**src/kct_pkg.sv**
```systemverilog
// Package for the keyed counter table: transaction payload types, operation and
// status codes, per-cell command struct and controller states. No dependencies.
package kct_pkg;

  localparam int unsigned KCT_ENTRIES = 16;
  localparam int unsigned KCT_KEY_W   = 31;
  localparam int unsigned KCT_CNT_W   = 31;

  localparam logic [1:0] FUNC_ADD = 2'd0;
  localparam logic [1:0] FUNC_GET = 2'd1;
  localparam logic [1:0] FUNC_SET = 2'd2;

  localparam logic [1:0] STATUS_OK   = 2'd0;
  localparam logic [1:0] STATUS_NEG  = 2'd1;
  localparam logic [1:0] STATUS_FULL = 2'd2;

  typedef struct packed {
    logic [1:0]         func;
    logic signed [31:0] key;
    logic signed [31:0] count;
  } kct_in_t;

  typedef struct packed {
    logic [KCT_CNT_W-1:0] value;
    logic [1:0]           status;
  } kct_out_t;

  typedef struct packed {
    logic                 cmp;
    logic                 upd;
    logic                 insert;
    logic                 add;
    logic [KCT_KEY_W-1:0] key;
    logic [KCT_CNT_W-1:0] count;
  } kct_cmd_t;

  typedef enum logic {
    ST_IDLE,
    ST_UPD
  } kct_state_t;

endpackage

```
**src/keyed_counter_table_unit.sv**
```systemverilog
// Keyed counter table top level: request/result handshakes, controller and the
// chain of kct_cell slots. Depends on kct_pkg and kct_cell.
//
// Usage:
//   in_valid/in_ready/in_data carries one request (func, key, count) per
//   transaction; out_valid/out_ready/out_data returns exactly one result
//   (value, status) for each request, in order.
//   In the accept cycle every slot compares the key in parallel and
//   registers its match; in the update state (ST_UPD) the matching slot
//   updates its count on an add or set, or the first free slot in the chain
//   takes the key, and the result is loaded into the output register.
//   out_valid is registered and rises when the result is loaded; a new
//   request is accepted only after the current one leaves the update state.
//   Slots fill from the left of the chain, so the free slot is found by each
//   cell looking at its neighbour's valid bit; the table is full when the last
//   slot is valid.
//   If the receiver stalls, the result waits in the output register and the
//   update cycle holds until the register can be reloaded.
//   Reset (rst_n low, synchronous) empties the table at once and drops any
//   pending result; no clearing pass is needed.
module keyed_counter_table_unit #(
  parameter int unsigned ENTRIES = kct_pkg::KCT_ENTRIES
) (
  input  logic             clk,
  input  logic             rst_n,
  input  logic             in_valid,
  output logic             in_ready,
  input  kct_pkg::kct_in_t  in_data,
  output logic             out_valid,
  input  logic             out_ready,
  output kct_pkg::kct_out_t out_data
);
  import kct_pkg::*;

  kct_state_t           state_r, state_nxt;
  kct_in_t              req_r;
  kct_out_t             out_r, out_nxt;
  logic                 out_valid_r;
  kct_cmd_t             cmd;
  logic [ENTRIES:0]     chain;
  logic [ENTRIES-1:0]   hits;
  logic [KCT_CNT_W-1:0] cell_count [ENTRIES];
  logic [KCT_CNT_W-1:0] found;
  logic                 any_hit;
  logic                 full;
  logic                 neg;
  logic                 known;
  logic                 upd_go;
  logic                 accept;

  assign chain[0] = 1'b1;

  for (genvar i = 0; i < ENTRIES; i++) begin : g_cell
    kct_cell u_cell (
      .clk        (clk),
      .rst_n      (rst_n),
      .cmd        (cmd),
      .prev_valid (chain[i]),
      .valid      (chain[i+1]),
      .hit        (hits[i]),
      .count      (cell_count[i])
    );
  end

  always_comb begin
    found = '0;
    for (int i = 0; i < ENTRIES; i++) begin
      found = found | (hits[i] ? cell_count[i] : '0);
    end
  end

  assign any_hit  = |hits;
  assign full     = chain[ENTRIES];
  assign accept   = in_valid && in_ready;
  assign in_ready = (state_r == ST_IDLE);
  assign upd_go   = (state_r == ST_UPD) && (!out_valid_r || out_ready);
  assign neg      = req_r.key[31] || ((req_r.func == FUNC_SET) && req_r.count[31]);
  assign known    = (req_r.func == FUNC_ADD) || (req_r.func == FUNC_GET) ||
                    (req_r.func == FUNC_SET);

  always_comb begin
    cmd.cmp    = accept;
    cmd.upd    = upd_go && !neg &&
                 ((req_r.func == FUNC_ADD) || (req_r.func == FUNC_SET));
    cmd.insert = !any_hit;
    cmd.add    = (req_r.func == FUNC_ADD);
    cmd.key    = (state_r == ST_IDLE) ? in_data.key[KCT_KEY_W-1:0]
                                      : req_r.key[KCT_KEY_W-1:0];
    cmd.count  = req_r.count[KCT_CNT_W-1:0];
  end

  always_comb begin
    out_nxt.value  = '0;
    out_nxt.status = STATUS_OK;
    if (known) begin
      if (neg) begin
        out_nxt.status = STATUS_NEG;
      end else begin
        case (req_r.func)
          FUNC_GET: begin
            out_nxt.value = found;
          end
          FUNC_ADD: begin
            if (any_hit) begin
              out_nxt.value = (&found) ? found : found + KCT_CNT_W'(1);
            end else if (full) begin
              out_nxt.status = STATUS_FULL;
            end else begin
              out_nxt.value = KCT_CNT_W'(1);
            end
          end
          default: begin
            if (!any_hit && full) begin
              out_nxt.status = STATUS_FULL;
            end
          end
        endcase
      end
    end
  end

  always_comb begin
    state_nxt = state_r;
    unique case (state_r)
      ST_IDLE: begin
        if (accept) begin
          state_nxt = ST_UPD;
        end
      end
      ST_UPD: begin
        if (upd_go) begin
          state_nxt = ST_IDLE;
        end
      end
      default: state_nxt = ST_IDLE;
    endcase
  end

  always_ff @(posedge clk) begin
    if (!rst_n) begin
      state_r     <= ST_IDLE;
      out_valid_r <= 1'b0;
    end else begin
      state_r <= state_nxt;
      if (upd_go) begin
        out_valid_r <= 1'b1;
      end else if (out_ready) begin
        out_valid_r <= 1'b0;
      end
    end
  end

  always_ff @(posedge clk) begin
    if (accept) begin
      req_r <= in_data;
    end
    if (upd_go) begin
      out_r <= out_nxt;
    end
  end

  assign out_valid = out_valid_r;
  assign out_data  = out_r;

endmodule

```
**src/kct_cell.sv**
```systemverilog
// One slot of the keyed counter table: key, count and valid bit, with its own
// comparator. Depends on kct_pkg; takes the valid bit of its left neighbour.
module kct_cell (
  input  logic                      clk,
  input  logic                      rst_n,
  input  kct_pkg::kct_cmd_t         cmd,
  input  logic                      prev_valid,
  output logic                      valid,
  output logic                      hit,
  output logic [kct_pkg::KCT_CNT_W-1:0] count
);
  import kct_pkg::*;

  logic                 valid_r;
  logic                 hit_r;
  logic [KCT_KEY_W-1:0] key_r;
  logic [KCT_CNT_W-1:0] count_r;
  logic                 take;
  logic [KCT_CNT_W-1:0] inc_count;

  assign take      = cmd.upd && cmd.insert && !valid_r && prev_valid;
  assign inc_count = (&count_r) ? count_r : count_r + KCT_CNT_W'(1);

  always_ff @(posedge clk) begin
    if (!rst_n) begin
      valid_r <= 1'b0;
      hit_r   <= 1'b0;
    end else begin
      if (cmd.cmp) begin
        hit_r <= valid_r && (key_r == cmd.key);
      end
      if (take) begin
        valid_r <= 1'b1;
      end
    end
  end

  always_ff @(posedge clk) begin
    if (take) begin
      key_r   <= cmd.key;
      count_r <= cmd.add ? KCT_CNT_W'(1) : cmd.count;
    end else if (cmd.upd && hit_r) begin
      count_r <= cmd.add ? inc_count : cmd.count;
    end
  end

  assign valid = valid_r;
  assign hit   = hit_r;
  assign count = count_r;

endmodule

```
**config.mk**
```make
export PLATFORM = sky130hd
export DESIGN_NAME = keyed_counter_table_unit
export DESIGN_NICKNAME = d
export VERILOG_FILES = /design/src/kct_pkg.sv /design/src/keyed_counter_table_unit.sv /design/src/kct_cell.sv
export SDC_FILE = /design/constraint.sdc
export NUM_CORES = 2
export LEC_CHECK = 0
export BUFFER_PORTS_ARGS = -buffer_cell sky130_fd_sc_hd__buf_2
export CAP_MARGIN = 10
export CORE_ASPECT_RATIO = 0.6
export CORE_MARGIN = 5
export CORE_UTILIZATION = 50
export CTS_CLUSTER_DIAMETER = 30
export DETAILED_ROUTE_END_ITERATION = 7
export HOLD_SLACK_MARGIN = 0.06
export PLACE_DENSITY = 0.66
export SLEW_MARGIN = 25
export SYNTH_ARGS = -nofsm -noshare
export SYNTH_HDL_FRONTEND = slang
export SYNTH_HIERARCHICAL = 1
export SYNTH_SLANG_ARGS = --single-unit
```
**constraint.sdc**
```tcl
create_clock -name clk -period 9.3 [get_ports clk]
set_input_delay 0.465 -clock clk [delete_from_list [all_inputs] [get_ports clk]]
set_output_delay 0.465 -clock clk [all_outputs]
set_load 0.1 [all_outputs]
```
==> out/metrics.csv <==
stage,metric,value,unit
outcome,status,"complete, but fails checks",
outcome,failed_checks,DRC,
drt,first_pass_iters,8,
hold_path,min_to,g_cell[0].u_cell/valid$_SDFFE_PN0P_,
pwr,p_per_area,194,nW/um^2
logic_synthesis,syn-num-nets,5189,
hold_path,worstHoldPathCells,2,
placed_design,place_congestion,1.06,
sta,max_slew_margin,17.6,%
logic_synthesis,ys_seq_area_share,55.6,%
clock_tree,clock-sinks,1125,
logic_synthesis,synth_compound_gate_area_share,10.3,%
placed_design,dp_hpwl,139000,um
sta,setup_viol,0,
setup_path,rr_startpoint,g_cell[15].u_cell/hit$_SDFFE_PN0P_,
clock_tree,cts_resized,0,
sta,rsz0062_at_grt,false,
logic_synthesis,synth_edf_count,1091,
setup_path,critical_path_class,flop to flop,
clock_tree,cts_buffers,178,
die,row_count,98,
logic_synthesis,synth_warnings,6,
logic_synthesis,yosys.area_share.xor_xnor,13.9,%
die,die_h,279,um
pwr,leakage,23.6,nW
final_layout,multi_input_area,23500,um^2
sta,min_period,4.44,ns
sta,slew_viol_final,0,
flow_run,cap_violations,0,
clock_tree,ctsLongestPathBuffers,3,
drt,wire_per_inst,28.7,um
drt,avgViaCountPerCell,6.40,
logic_synthesis,synth_top_family_by_area,XOR/XNOR gates,
final_layout,drive_gt1_share,13.2,%
global_route,grt_pass1_wl,292000,um
drt,ant_nets,0,
setup_path,worstRegToRegCells,9,
clock_tree,clk_pin_slew,0.05,ns
setup_path,cp_max_fo,34,
logic_synthesis,ys_top_cells_by_count,"edfxtp_1 (1,091), xnor2_1 (698), inv_1 (581)",
setup_path,reg2reg_slack,4.86,ns
final_layout,syn2layout_area_growth,15.5,%
hold_path,hold_start,rst_n,
clock_tree,cts_tree,yes,
sta,final_hold_viol_count,0,
die,initial_utilization,50.5,%
logic_synthesis,ys_types,68,
logic_synthesis,yosysMostFrequentCell,edfxtp_1,
sta,worstMarginPinSlew,1.24,ns
pwr,finalPower,0.0135,W
setup_path,arrival,4.98,ns
setup_path,cp.required,9.84,ns
final_layout,seqCellArea,33400,um^2
sta,period_share,47.8,%
sta,fin_skew,0.0250,ns
sta,whs,0.290,ns
pwr,ir_drop,0.000179,V
logic_synthesis,syn_inst,5102,
logic_synthesis,synth.cell_area,60200,um^2
sta,fin_setup_tns,0,ns
clock_tree,cts_setup_buffers,0,
final_layout,nFillCells,9611,
setup_path,r2r_end,out_data[13]$_SDFFCE_PP0P_,
global_route,grt_pass1_vias,41100,
die,die_w,458,um
global_route,grt_max_degree,145,
global_route,antenna_found_initial,6,
clock_tree,ctsHtreeMaxLevel,4,
clock_tree,clk_latency,0.79,ns
setup_path,end_kind,flop,
drt,vias,45600,
logic_synthesis,synth-seq-cells,1125,
global_route,grtUsageTotal,30.9,%
sta,max_freq,225,MHz
logic_synthesis,synthTopCellsByArea,"edfxtp_1 (54%), xnor2_1 (10%), o22ai_1 (4.3%)",
die,dieArea,128000,um^2
clock_tree,cts-root-buf,clkbuf_16,
logic_synthesis,avgSynthCellArea,11.8,um^2
logic_synthesis,synthAdderAreaFrac,0.353,%
logic_synthesis,yosys.area_share.simple,13.8,%
logic_synthesis,synth_mux_area_share,0.597,%
logic_synthesis,synthArstFlopShare,0,%
die,core,119000,um^2
drt,drt-initial-drc-count,7685,
placed_design,port_buffers,104,
drt,wirelength,205000,um
global_route,grt_overflow,0,
clock_tree,cts_hold_buf,68,
logic_synthesis,synth_ff_type,edfxtp_1,
die,io-pin-count,105,
final_layout,final_nets,5450,
setup_path,start_kind,flop,
logic_synthesis,synth_top_cell_by_area,edfxtp_1,
logic_synthesis,synth_top_cell_area_share,54.4,%
hold_path,hold_path_class,input pin to flop,
drt,drc,21,
report_power, final:
group / leakage (nW) / switching (W) / internal (W)
Clock: 2.93 / 0.00261 / 0.00423
Sequential: 10.2 / 0.0000250 / 0.00565
Combinational: 10.5 / 0.000632 / 0.000307
worst max-delay path, cell delays in order (launching register included):
cell and delay (ns):
dfxtp_1 0.31, buf_4 0.48, a22o_1 0.35, a221oi_1 0.16, and4_1 0.35, nor4_1 0.64
nand4_1 0.70, o31ai_2 0.77, o31ai_1 0.12, a31o_2 0.26
flip-flops by register name, indices dropped and copies added (netlist names):
| signal | flops |
|---|---|
| g_cell.u_cell/key_r | 496 |
| g_cell.u_cell/count | 496 |
| g_cell.u_cell/valid | 16 |
| state_r | 1 |
| out_data | 33 |
| out_valid | 1 |
| req_r | 35 |
| g_cell.u_cell/hit | 16 |
| cmd | 31 |
routing by layer:
layer	routed length [um]	global-route usage [%]	up-vias	share of wire [%]
li1	-	-	19700	-
met1	88000	47.3	22400	43
met2	74600	37.1	3178	36
met3	37200	16.4	340	18
met4	4290	7.09	8	2.1
met5	629	4.58	-	0.31
cell type report:
class / instances / area share [%]
flip-flops and latches: 1125 / 48.1
multi-input cells: 3178 / 33.8
clock buffers: 199 / 6.61
repair buffers: 299 / 3.17
inverters: 581 / 3.14
well taps: 1600 / 2.88
clock inverters: 136 / 2.22
diodes: 11 / 0.0396
layout by cell type (no fill, tap or decap), types with 147 or more instances in the layout:
cell / n
nand3_1: 234
clkbuf_16: 181
nor3_1: 182
o22ai_1: 411
xor2_1: 257
nor4_1: 147
edfxtp_1: 1091
xnor2_1: 698
nand2_1: 158
inv_1: 581
stage by stage:
step | util [%] | area [um^2] | setup slack (ns) | cells
2_1_floorplan | - | 60200 | 4.07 | 5102
3_3_place_gp | 52.5 | 62600 | 4.80 | 6712
3_5_place_dp | 52.5 | 62600 | 4.98 | 6714
4_1_cts | 58.2 | 69400 | 4.94 | 7117
5_1_grt | 58.3 | 69500 | 4.61 | 7127
6_report | 58.3 | 69500 | 4.86 | 7129
how the worst max path moves through the flow:
stage,slack (ns),cells past startpoint,start,endpoint
2_1_floorplan,4.07,7,state_r$_SDFF_PN0_,g_cell[0].u_cell/hit$_SDFFE_PN0P_
3_3_place_gp,4.80,10,g_cell[5].u_cell/hit$_SDFFE_PN0P_,out_data[29]$_SDFFCE_PP0P_
3_5_place_dp,4.98,6,state_r$_SDFF_PN0_,g_cell[6].u_cell/count[13]$_DFFE_PP_
4_1_cts,4.94,6,state_r$_SDFF_PN0_,g_cell[1].u_cell/count[22]$_DFFE_PP_
5_1_grt,4.61,9,g_cell[15].u_cell/hit$_SDFFE_PN0P_,out_data[5]$_SDFFCE_PP0P_
6_report,4.86,9,g_cell[15].u_cell/hit$_SDFFE_PN0P_,out_data[13]$_SDFFCE_PP0P_
cells by family after synthesis:
group / count (synthesis)
compound gates: 853
mux: 32
fa+ha+maj: 17
xor+xnor: 955
other cells: 1
simple gates: 1320
buf+inv: 799
flops: 1125
Note: power is estimated with default switching activity, not from simulation.
